## config.mk

```make
export PLATFORM = sky130hd
export DESIGN_NAME = lfib4_front
export DESIGN_NICKNAME = d
export VERILOG_FILES = /design/src/rtl/core/lfib4_pkg.sv /design/src/rtl/core/lfib4_front.sv
export SDC_FILE = /design/constraint.sdc
export NUM_CORES = 1
export LEC_CHECK = 0
export BUFFER_PORTS_ARGS = -buffer_cell sky130_fd_sc_hd__buf_2
export CAP_MARGIN = 10
export CORE_MARGIN = 2
export CORE_UTILIZATION = 40
export CTS_CLUSTER_DIAMETER = 30
export DETAILED_ROUTE_END_ITERATION = 7
export GPL_TIMING_DRIVEN = 0
export PLACE_DENSITY = 0.65
export SYNTH_ARGS = -nofsm -noshare
export SYNTH_HDL_FRONTEND = slang
export SYNTH_SLANG_ARGS = --single-unit
```

## constraint.sdc

```tcl
create_clock -name clock -period 2.8 [get_ports clock]
set_clock_uncertainty 0.2 [all_clocks]
set_input_delay 0.56 -clock clock [delete_from_list [all_inputs] [get_ports clock]]
set_output_delay 0.56 -clock clock [all_outputs]
set_load 0.005 [all_outputs]
```

## src/rtl/core/lfib4_pkg.sv

```systemverilog
// ----------------------------------------------------------------------------
// lfib4_pkg
// Shared types and constants of the four-tap lagged Fibonacci generator.
// ----------------------------------------------------------------------------
package lfib4_pkg;

   localparam int unsigned WORD_W           = 32;
   localparam int unsigned SLOT_W           = 8;
   localparam int unsigned RING_DEPTH       = 256;
   localparam int unsigned TAP_COUNT        = 4;
   localparam int unsigned TAP_LAG [TAP_COUNT] = '{0, 55, 119, 179};

   localparam int unsigned QUEUE_DEPTH      = 4;
   localparam int unsigned OUT_DEPTH        = 4;
   localparam int unsigned OUT_CNT_W        = $clog2(OUT_DEPTH + 1);

   localparam int unsigned REQ_DATA_W       = SLOT_W + WORD_W;
   localparam int unsigned REQ_USER_W       = 1;

   typedef enum logic {
      OP_GENERATE = 1'b0,
      OP_LOAD     = 1'b1
   } op_type;

   typedef struct packed {
      op_type              op;
      logic [SLOT_W-1:0]   addr;
      logic [WORD_W-1:0]   word;
   } cmd_type;

   typedef struct packed {
      logic [OUT_CNT_W-1:0] out_count;
      logic                 inflight;
   } stat_type;

endpackage

```

## src/rtl/core/lfib4_front.sv

```systemverilog
// ----------------------------------------------------------------------------
// lfib4_front
// Accepts items, assigns ring positions to generate items, queues commands.
// ----------------------------------------------------------------------------
module lfib4_front
   import lfib4_pkg::*;
(
   input  logic                  clock,
   input  logic                  reset,
   input  logic                  req_tvalid,
   output logic                  req_tready,
   input  logic [REQ_DATA_W-1:0] req_tdata,  // seed_slot[7:0], seed_word[39:8]
   input  logic [REQ_USER_W-1:0] req_tuser,  // op[0]
   output logic                  cmd_valid,
   output cmd_type               cmd,
   input  logic                  cmd_pop
);

   localparam int unsigned Q_AW = $clog2(QUEUE_DEPTH);
   localparam int unsigned Q_CW = $clog2(QUEUE_DEPTH + 1);

   cmd_type           queue_ff [QUEUE_DEPTH];
   logic [Q_AW-1:0]   wr_ptr_ff, wr_ptr_in;
   logic [Q_AW-1:0]   rd_ptr_ff, rd_ptr_in;
   logic [Q_CW-1:0]   count_ff, count_in;
   logic [SLOT_W-1:0] pos_ff, pos_in;
   logic              accept;
   cmd_type           new_cmd;

   assign req_tready = (count_ff != Q_CW'(QUEUE_DEPTH));
   assign accept     = req_tvalid && req_tready;

   // classify: a generate item takes the next ring position
   always_comb begin
      new_cmd.op   = op_type'(req_tuser[0]);
      new_cmd.word = req_tdata[REQ_DATA_W-1:SLOT_W];
      new_cmd.addr = (new_cmd.op == OP_GENERATE) ? pos_ff : req_tdata[SLOT_W-1:0];
   end

   always_comb begin
      pos_in = pos_ff;
      if (accept && new_cmd.op == OP_GENERATE) begin
         pos_in = pos_ff + SLOT_W'(1);
      end
   end

   always_comb begin
      wr_ptr_in = wr_ptr_ff;
      rd_ptr_in = rd_ptr_ff;
      if (accept) begin
         wr_ptr_in = (wr_ptr_ff == Q_AW'(QUEUE_DEPTH - 1)) ? '0 : wr_ptr_ff + Q_AW'(1);
      end
      if (cmd_pop) begin
         rd_ptr_in = (rd_ptr_ff == Q_AW'(QUEUE_DEPTH - 1)) ? '0 : rd_ptr_ff + Q_AW'(1);
      end
   end

   always_comb begin
      unique case ({accept, cmd_pop})
         2'b10:   count_in = count_ff + Q_CW'(1);
         2'b01:   count_in = count_ff - Q_CW'(1);
         default: count_in = count_ff;
      endcase
   end

   always_ff @(posedge clock) begin
      if (reset) begin
         wr_ptr_ff <= '0;
         rd_ptr_ff <= '0;
         count_ff  <= '0;
         pos_ff    <= '0;
      end else begin
         wr_ptr_ff <= wr_ptr_in;
         rd_ptr_ff <= rd_ptr_in;
         count_ff  <= count_in;
         pos_ff    <= pos_in;
      end
   end

   always_ff @(posedge clock) begin
      if (accept) begin
         queue_ff[wr_ptr_ff] <= new_cmd;
      end
   end

   assign cmd_valid = (count_ff != '0);
   assign cmd       = queue_ff[rd_ptr_ff];

endmodule

```

Yosys cells after proc, flatten, opt, wreduce, memory -nomap -nowiden
Memories as Yosys holds them, arrays and structs flattened. A register that Yosys moved wholly into a read port is not among the register bits.
Cells that the tools add are included.
{"block": "word_totals", "register_bits": 15, "latch_bits": 0, "ramBits": 164, "mem_bits_ro": 0, "input_bits": 45, "mem_count": 1}
{"block": "op_classes", "n_addsub": 5, "mul": 0, "div": 0, "magnitude_cmp": 0, "n_eq_ne": 5, "shift": 0, "muxes": 8, "bitwise": 1, "n_reduce_logical": 4}
{"memory": "queue_ff", "words": 4, "word_bits": 41, "rd": 1, "rd_clocked_by_memory_dff": 1, "wr": 1, "line_no": "lfib4_front.sv:22", "source": "cmd_type queue_ff [QUEUE_DEPTH];"}
{"operator": "$add 8x1->8 const B", "n": 1}
{"operator": "$mux 2", "n": 4}
{"operator": "$mux 8", "n": 1}
{"operator": "$eq 2x2->1 const B", "n": 3}
{"operator": "$pmux 3 s2", "n": 1}
{"operator": "$add 2x1->2 const B", "n": 2}
{"operator": "$add 3x1->3 const B", "n": 1}
{"operator": "$ne 3x3->1 const B", "n": 1}
{"operator": "$reduce_bool 3->1", "n": 1}
{"operator": "$sub 3x1->3 const B", "n": 1}
{"operator": "$eq 2x1->1 const B", "n": 1}
{"operator": "$logic_and 1x1->1", "n": 2}
{"operator": "$mux 1", "n": 2}
{"operator": "$reduce_bool 2->1", "n": 1}
{"operator": "$not 1->1", "n": 1}

Longest topological paths before layout
Gate-level depths: netlist (run 1).
{"block": "logic_depth", "ltp_word": 4, "mapped_depth": 9}

Worst setup path before layout (run 1)
OpenSTA, ideal clock, no wires.
{"block": "synth_timing", "path_type": "reg2reg", "start": "reg count_ff[0]", "end": "mem queue_ff[0][0] (netlist name) (enable)", "arrival_time_ps": 1800, "t_required_ps": 2197, "slack_ps": 398, "path_stages_with_launch": 5, "n_path_buf": 1, "synth_period_minus_slack_ps": 2402, "path_cell_list": "dfxtp_1 nor3b_2 buf_2 inv_2 and3_1"}
{"block": "synth_via", "elab_chain_len": 4}
{"item": "start: declaration", "line_no": "lfib4_front.sv:25", "source": "logic [Q_CW-1:0] count_ff, count_in;"}
{"item": "start signal: assignment", "line_no": "lfib4_front.sv:75", "source": "count_ff <= count_in;"}
{"item": "$ne 3x3->1", "line_no": "lfib4_front.sv:30", "source": "assign req_tready = (count_ff != Q_CW'(QUEUE_DEPTH));"}
{"item": "net req_tready", "line_no": "lfib4_front.sv:11", "source": "output logic req_tready,"}
{"item": "$logic_and 1x1->1", "line_no": "lfib4_front.sv:31", "source": "assign accept = req_tvalid && req_tready;"}
{"item": "$mux 1", "line_no": "lfib4_front.sv:81", "source": "if (accept) begin"}
{"item": "$mux 1 (implied by the code)", "line_no": "lfib4_front.sv:82", "source": "queue_ff[wr_ptr_ff] <= new_cmd;"}
{"item": "end: declaration", "line_no": "lfib4_front.sv:22"}
The timed path passes the listed nets, and every way through them passes these cells.

==> results of run 1 <==
==> critical path, stage by stage (launching register included) <==
cell and delay, ps:
dfxtp_1 480, buf_4 300, mux4_2 550, buf_2 140
==> logic make-up (layout without fill, tap and decap cells) <==
group / Yosys count / count (layout) / synth area share
flip-flops: 181 / 181 / 0.763
multiplexers: 55 / 55 / 0.156
AND/OR/NAND/NOR: 37 / 37 / 0.0336
buffers and inverters: 20 / 140 / 0.0160
AO/OA/AOI/OAI: 16 / 16 / 0.0127
adder cells (fa/ha/maj): 8 / 8 / 0.0156
XOR/XNOR: 2 / 2 / 0.00254
==> flip-flops by register name, summed over array words and instances, names as in the netlist, named ones only <==
name       flops
wr_ptr_ff      2
pos_ff         8
rd_ptr_ff      2
count_ff       3
queue_ff     164
==> repair_timing <==
item	CTS	global route
gates resized for setup	5	1
gates cloned	0	0
endpoints found under the setup margin	40	32
==> per-layer routing <==
layer / GRT usage / vias to the layer above / wire, µm
met1: 0.180 / 1712 / 5310
met2: 0.235 / 75 / 6230
met4: 0.0515 / 0 / 177
li1: - / 1524 / -
met5: 0 / - / 0
met3: 0.0408 / 14 / 541
==> cell usage in the layout, fill, tap and decap left out, drive strengths merged, types with 4 or more instances in the layout <==
cell,instances
clkbuf,18
or4,4
mux2,11
and3,4
nand2,5
clkinv,4
inv,9
o21ai,5
edfxtp,164
a21oi,8
dfxtp,17
buf,103
ha,7
nor2,8
mux4,41
==> worst min-delay path by stage <==
| stage | from | endpoint | slack (ps) |
|---|---|---|---|
| after detailed placement | pos_ff[4]$_SDFFE_PP0P_ | pos_ff[4]$_SDFFE_PP0P_ | 290 |
| after global routing | req_tdata[30] | queue_ff[1][22]$_DFFE_PP_ | 130 |
| after CTS | req_tdata[25] | queue_ff[0][17]$_DFFE_PP_ | 130 |
| final | req_tdata[8] | queue_ff[2][0]$_DFFE_PP_ | 150 |
| after floorplan | count_ff[2]$_SDFFE_PP0P_ | count_ff[2]$_SDFFE_PP0P_ | 260 |
| after global placement | count_ff[2]$_SDFFE_PP0P_ | count_ff[2]$_SDFFE_PP0P_ | 280 |
==> metrics by stage <==
stage | area (µm²) | total power [mW]
floorplan | 6900 | 3.61
global placement | 7600 | 3.87
detailed placement | 7690 | 3.91
CTS | 8300 | 6.32
global route | 8300 | 6.49
finish | 8300 | 6.24
==> cell type report <==
cell class | instances | area (µm²)
well taps | 225 | 282
plain buffers | 14 | 100
multi-input cells | 118 | 1530
inverters | 5 | 18.8
clock buffers | 18 | 429
repair buffers | 89 | 505
clock inverters | 14 | 174
fillers | 1440 | 8760
flip-flops and latches | 181 | 5270
==> power breakdown <==
part,switching (mW),total (mW),internal (mW),leakage [nW]
clock network,0.990,2.40,1.41,0.289
logic,0.331,0.653,0.322,0.936
registers,0.0528,3.18,3.13,1.65
==> impl_results.md, run 1 <==
* Area leader, netlist: edfxtp_1
* Pwr/cell area at 752 mW/mm²
* Hold depth at 1
* Hold/Removal Path Class: in2reg
* Placed insts at 633
* Total GRT Usage at 0.142
* Status: completed
* FF-to-FF Start: count_ff[2]$_SDFFE_PP0P_
* Initial DRC Count at 270
* Commonest register cell after synthesis: edfxtp_1
* Crit. End Element: output pin
* Root Driver: clkbuf_16
* Max Freq at 376 MHz
* Num ports at 88
* Ratio of cells with drive above 1 in the final layout at 0.433
* I/O Buffers at 85
* Clk sink count at 181
* Largest net degree at the start of global routing at 30
* Finish-stage setup viols at 0
* Die extent in x at around 140 µm
* Post-synth top area share at 0.714
* R2r worst-path depth at 9
* Yosys warnings at 0
* Post-Layout Cell Count at 664
* Grt ovf at 0
* Die Y at 135 µm
* Setup_tns at 0 ps
* GP Congestion at between 0.7 and 0.8
* # nets final at 479
* Synth Instances at roughly 320
* Post-Syn Area at a little under 0.007 mm²
* Worst-path clk slew at 60 ps
* Setup WS post-layout at between 100 and 150 ps
* Post-synth cell types at 33
* Routed wire length at 12300 µm
* TritonCTS clock tree: built
* Area contributors post-synth: edfxtp_1, mux4_2, dfxtp_1
* Sequential area share after synthesis at 0.763
* Arr. time, crit path at ~1900 ps
* Clock Latency Late Sink at 420 ps
* Area grow syn2layout at 20.4%
* Min cycle time layout at 2660 ps
* Diodes inserted at 0
* Initial antenna violation count at 0
* Hold_ws at approximately 150 ps
* CP Capture Point: cmd[13]
* R2R Path End: count_ff[2]$_SDFFE_PP0P_
* Most instantiated cells after synthesis: edfxtp_1, mux4_2, dfxtp_1
* Relative slew slack at 0.711
* Via density at 5.01
* Synth Register Bits at 181
* LEAKAGE at between 2 and 3 nW
* Most common cell in the netlist: edfxtp_1
* Number of global-route vias before repair at 3480
* H-Tree Depth at 4
* Post-synthesis net count at between 300 and 400
* Fraction of registers with async set/reset at 0
* Utilization after layout at 0.487
* TritonCTS Buffers at 17
* Post-DP HPWL at 7730 µm
* Die area at 0.0183 mm²
* Initial Util at 0.404
* Crit Path Max Fanout at 10
* Worst vdd ir at 428 µV
* Max-slew violations at 0
* Longest Clk Path Bufs at 2
* Core area at 0.0171 mm²
* Hold Vio Cnt, Final at 0
* Pre-CTS setup slack at 289 ps
* Drc violations at 0
* Crit Path Class: reg2out
* Antenna Violating Nets Remaining at 0
* Avg WL per Cell at 18.5 µm
* Post-CTS Hold Fix Bufs at 0
* First-pass DRT Iterations at 4
* Via count at 3325
* Global-route wire length before repair at 19000 µm
* Avg Inst Size Synth at 21.6 µm²
* Worst setup SP type: register
* Least-Margin Pin Slew at 432 ps
* Unrepaired setup endpoints after global routing: no
* Max_cap viols at 0
* Final Cycle Share at 0.949
* Number of synthesized flops with an enable pin at 164
* Worst R2R Setup Slack at 330 ps
* CP required at 2040 ps
* Setup Fix Bufs, Post-CTS at 0
* Placement row count at 48
(Power assumes the default switching activity.)
==> inputs of run 2 (changes only) <==
--- a/config.mk
+++ b/config.mk
@@ -12,6 +12,7 @@
 export CTS_CLUSTER_DIAMETER = 30
 export DETAILED_ROUTE_END_ITERATION = 7
 export GPL_TIMING_DRIVEN = 0
+export MAX_ROUTING_LAYER = met4
 export PLACE_DENSITY = 0.65
 export SYNTH_ARGS = -nofsm -noshare
 export SYNTH_HDL_FRONTEND = slang
==> constraint.sdc (replaced) <==
create_clock -name clock -period 2.7 [get_ports clock]
set_clock_uncertainty 0.2 [all_clocks]
set_input_delay 0.54 -clock clock [delete_from_list [all_inputs] [get_ports clock]]
set_output_delay 0.54 -clock clock [all_outputs]
set_load 0.005 [all_outputs]
==> run 2 against run 1 <==
Compared with the run above: global-route usage grew 0.41 points; first-iteration DRC count increased by 6.7%; clock power rose by 4%; critical path depth increased by 1; register-to-register slack got worse by 110 ps; design area grew 0.17%; die area stayed put; routed wire length is 0.26% lower; sequential share of layout area fell by 0.090 points; critical path type unchanged; critical endpoint unchanged.
==> impl_results.md, run 2 (same netlist as run 1, synthesis figures left out) <==
* Status: completed
* Placement Cell Area at 0.00769 mm²
* Finished Cell Area at 0.00831 mm²
* Hold_ws at 130 ps
* Antenna Violating Nets Remaining at 0
* LEAKAGE at 2.88 nW
* Crit Path Class: reg2out
* Fillers at 1438
* Worst-path clk slew at 60 ps
* Top reg by flops: queue_ff
* Most frequent cells in the layout: edfxtp_1, buf_2, mux4_2
* Placement row count at 48
* Crit Path Max Fanout at 10
* Number of global-route vias before repair at 3475
* Initial Util at 0.404
* Post-CTS Hold Fix Bufs at 0
* Worst vdd ir at ~440 µV
* CP required at ~2000 ps
* Grt ovf at 0
* Pre-CTS setup slack at 209 ps
* Clock Latency Late Sink at 420 ps
* Global-route wire length before repair at around 19000 µm
* Overall power at 6.48 mW
* Min cycle time layout at ~2500 ps
* # nets final at 479
* TritonCTS Buffers at 17
* Setup WS post-layout at about 160 ps
* Max_cap viols at 0
* GP Congestion at 0.739
* Clk sink count at roughly 180
* Commonest non-fill, non-tap cell in the layout: edfxtp_1
* Hold/Removal Path Class: in2reg
* Post-Layout Cell Count at 664
* Core area at about 0.017 mm²
* Die Y at ~140 µm
* Die area at 0.0183 mm²
* H-Tree Depth at 4
* Longest Clk Path Bufs at 2
* Via density at ~5
* Regs by FF count: queue_ff: 164 flops, pos_ff: 8 flops, count_ff: 3 flops
* Drc violations at 0
* Max reg flops at 164
* Max-slew violations at 0
* Die extent in x at 135 µm
* Area of the multi-input gates at 0.00153 mm²
* Relative slew slack at 0.709
* Pwr/cell area at slightly below 800 mW/mm²
* Crit. End Element: output pin
* Initial DRC Count at between 200 and 300
* Hold Vio Cnt, Final at 0
* Reg area at 0.00527 mm²
* I/O Buffers at 85
* Finish-stage setup viols at 0
* Final Cycle Share at 0.940
* Diodes inserted at 0
* Max Freq at between 300 and 400 MHz
* Routed wire length at 12200 µm
* Largest net degree at the start of global routing at 30
* Ratio of cells with drive above 1 in the final layout at 0.435
* Num ports at 88
* Via count at 3331
* Root Driver: clkbuf_16
* Worst setup SP type: register
* Initial antenna violation count at 0
* Unrepaired setup endpoints after global routing: no
* Post-DP HPWL at a little under 8000 µm
* Total GRT Usage at 0.146
* Placed insts at 633
* Area grow syn2layout at 20.6%
* Least-Margin Pin Slew at 434 ps
* Arr. time, crit path at 1800 ps
* TritonCTS clock tree: built
* Avg WL per Cell at 18.4 µm
* First-pass DRT Iterations at 4
## run 2: changes by cell type in the layout (fill, tap and decap cells not counted), sizes merged
cell	change
buf	-2
clkbuf	+2
## run 2: metal layers
layer / vias to the layer above / track usage / routed length (µm)
met3: 14 / 0.0382 / 534
met5: - / - / 0
li1: 1527 / - / -
met1: 1719 / 0.181 / 5290
met2: 71 / 0.234 / 6230
met4: 0 / 0.0532 / 176
## run 2: where the power goes
| part | internal [mW] | total [mW] | switching [mW] |
|---|---|---|---|
| Combinational | 0.337 | 0.681 | 0.343 |
| Sequential | 3.25 | 3.30 | 0.0550 |
| Clock | 1.47 | 2.49 | 1.03 |
| Total | 5.05 | 6.48 | 1.43 |
## run 2: timing repair
action,CTS,global route
cloned,0,0
gates resized for setup,8,3
hold endpoints to repair,0,0
setup endpoints to repair,40,15
buffers inserted,0,0
## run 2: cell type report
type / instances / area share
tap: 225 / 0.0339
inverter: 5 / 0.00226
buffer: 14 / 0.0135
sequential: 181 / 0.633
clock inverter: 14 / 0.0209
multi-input combinational: 118 / 0.184
timing repair buffer: 89 / 0.0608
clock buffer: 18 / 0.0516
## run 2: critical path: stages, from the launching register on
cell and delay (ps):
dfxtp_1 310, buf_1 220, buf_2 330, mux4_2 360
buf_2 140
## run 2: stage by stage
stage	util	TNS (ps)
global placement	0.446	-99530
floorplan	-	0
global route	0.487	0
finish	0.487	0
detailed placement	0.451	0
CTS	0.487	0
## run 2: worst paths after layout
kind,from,endpoint,slack [ps],depth (start not counted)
worst min-delay path,req_tdata[25],queue_ff[0][17]$_DFFE_PP_,130,1
worst max-delay path,register,cmd[13],160,4
worst max register to register,count_ff[2]$_SDFFE_PP0P_,count_ff[2]$_SDFFE_PP0P_,220,9
worst min register to register,pos_ff[4]$_SDFFE_PP0P_,pos_ff[4]$_SDFFE_PP0P_,300,2
==> inputs of run 3 (changes only) <==
--- a/config.mk
+++ b/config.mk
@@ -8,12 +8,12 @@
 export BUFFER_PORTS_ARGS = -buffer_cell sky130_fd_sc_hd__buf_2
 export CAP_MARGIN = 10
 export CORE_MARGIN = 2
-export CORE_UTILIZATION = 40
+export CORE_UTILIZATION = 55
 export CTS_CLUSTER_DIAMETER = 30
 export DETAILED_ROUTE_END_ITERATION = 7
 export GPL_TIMING_DRIVEN = 0
 export MAX_ROUTING_LAYER = met4
-export PLACE_DENSITY = 0.65
+export PLACE_DENSITY = 0.82
 export SYNTH_ARGS = -nofsm -noshare
 export SYNTH_HDL_FRONTEND = slang
 export SYNTH_SLANG_ARGS = --single-unit
==> run 3 against run 2 <==
Compared with the run above: design area is 1.9% lower; cell count is 8.6% lower; global-route usage is 5.1 points higher; via count is 0.36% lower; power is 4.7% lower; combinational power is 1% lower; worst hold slack better by 0.66 ps; die area is 27% lower; clock-buffer cell count is 1 higher; sequential power hardly changed; sequential cell count stayed put; largest power group unchanged.
==> impl_results.md, run 3 (same netlist as run 1, synthesis figures left out) <==
* Arr. time, crit path at 1790 ps
* Post-CTS Hold Fix Bufs at 0
* Global-route wire length before repair at 18300 µm
* Most frequent cells in the layout: edfxtp_1, buf_2, mux4_2
* CP Cell Sequence: buf_1 -> buf_2 -> mux4_2 -> buf_2
* Initial DRC Count at approximately 260
* TritonCTS clock tree: built
* Placement row count at 40
* Post-Layout Cell Count at 607
* Via count at 3319
* Routed wire length at 11700 µm
* Max-slew violations at 0
* Total GRT Usage at 0.197
* Ratio of cells with drive above 1 in the final layout at 0.424
* Die area at 0.0135 mm²
* Slowest-stage cell, CP: mux4_2
* Worst vdd ir at 410 µV
* # nets final at 479
* Number of global-route vias before repair at ~3500
* Crit path buffers/inverters at 3
* Clk sink count at 181
* Largest net degree at the start of global routing at 28
* I/O Buffers at 85
* Hold/Removal Path Class: in2reg
* Top reg by flops: queue_ff
* Placed insts at approximately 580
* Core area at 0.0121 mm²
* Relative slew slack at 0.671
* Least-Margin Pin Slew at 494 ps
* Crit Path Max Fanout at 10
* Via density at 5.47
* CP top delay family: buffers and inverters
* Num ports at 88
* Status: completed
* Root Driver: clkbuf_16
* LEAKAGE at about 2.8 nW
* Worst-path clk slew at 60 ps
* Initial Util at 0.569
* Area grow syn2layout at 18.3%
* CP most frequent cell: buf_2
* Commonest non-fill, non-tap cell in the layout: edfxtp_1
* Max reg flops at about 160
* Crit Path Class: reg2out
* Diodes inserted at 0
* Fillers at 838
* Worst setup SP type: register
* Grt ovf at 0
* Setup WS post-layout at 169 ps
* Overall power at between 6 and 7 mW
* Crit. End Element: output pin
* Hold Vio Cnt, Final at 0
* Clock Latency Late Sink at 420 ps
* Antenna Violating Nets Remaining at 0
* CP required at 1960 ps
* Die extent in x at 116 µm
* GP Congestion at between 0.7 and 0.8
* Finish-stage setup viols at 0
* Initial antenna violation count at 0
* Unrepaired setup endpoints after global routing: no
* Pre-CTS setup slack at 289 ps
* Max incr delay on CP at about 380 ps
* Avg WL per Cell at 19.4 µm
* Max_cap viols at 0
* First-pass DRT Iterations at 4
* Die Y at 116 µm
* Longest Clk Path Bufs at 2
* Drc violations at 0
* Min cycle time layout at roughly 2500 ps
* H-Tree Depth at 4
* Post-DP HPWL at around 7500 µm
* Max Freq at 395 MHz
* TritonCTS Buffers at 17
* Regs by FF count: queue_ff: 164 flops, pos_ff: 8 flops, count_ff: 3 flops
* Final Cycle Share at 0.937
* Pwr/cell area at 756 mW/mm²
[run 3: cell count changes in the layout (fill, tap and decap cells not counted), sizes merged]
cell	change
clkbuf	-1
clkinv	+7
inv	-4
buf	+2
bufinv	-2
clkinvlp	-2
[run 3: what timing repair did]
| item | in CTS | in global routing |
|---|---|---|
| setup endpoints to repair | 40 | 19 |
| pin swaps | 0 | 0 |
| resized for setup | 6 | 3 |
| buffers inserted | 0 | 0 |
[run 3: path summary, 6_finish.rpt]
kind                                               start                        to  slack [ps]  cells after the start
worst min register to register  count_ff[2]$_SDFFE_PP0P_  count_ff[2]$_SDFFE_PP0P_         300                      2
worst max-delay path                            register                    cmd[6]         170                      4
worst min-delay path                       req_tdata[14]  queue_ff[2][6]$_DFFE_PP_         130                      1
worst max register to register  count_ff[1]$_SDFFE_PP0P_  count_ff[2]$_SDFFE_PP0P_         300                      9
[run 3: worst reg2reg max path: cells and delay by family, from the launching register on]
kind            cells  cell delay [ps]
simple gates        3              810
fa+ha+maj           2              380
xor+xnor            1               80
flops               1              350
compound gates      1              140
buf+inv             2              380
[run 3: metrics by stage]
stage                     hold WS [ps]  utilization  setup TNS (ps)  instance area [µm²]
after global routing               113        0.674               0                 8160
after CTS                          111        0.673               0                 8150
final                              131        0.674               0                 8160
after detailed placement           294        0.629               0                 7620
after global placement             280        0.622          -78150                 7530
after floorplan                    259            -               0                 6900
[run 3: final cells by class]
type / instances / area, µm² / share of cell area
inverters: 5 / 18.8 / 0.00230
multi-input cells: 118 / 1530 / 0.187
plain buffers: 14 / 108 / 0.0132
clock inverters: 13 / 91.3 / 0.0112
repair buffers: 89 / 505 / 0.0620
flip-flops and latches: 181 / 5270 / 0.645
clock buffers: 19 / 433 / 0.0531
well taps: 168 / 210 / 0.0258
[run 3: metal layers]
metal / part of all wire / vias up / routed length, µm / track usage
li1: - / 1528 / - / -
met1: 0.42 / 1683 / 4950 / 0.237
met2: 0.51 / 95 / 5960 / 0.320
met3: 0.060 / 13 / 706 / 0.0664
met4: 0.011 / 0 / 135 / 0.0595
met5: 0 / - / 0 / -
[run 3: power breakdown]
group,switching (mW),internal [mW]
Sequential,0.0554,3.25
Combinational,0.338,0.336
Clock,0.948,1.24
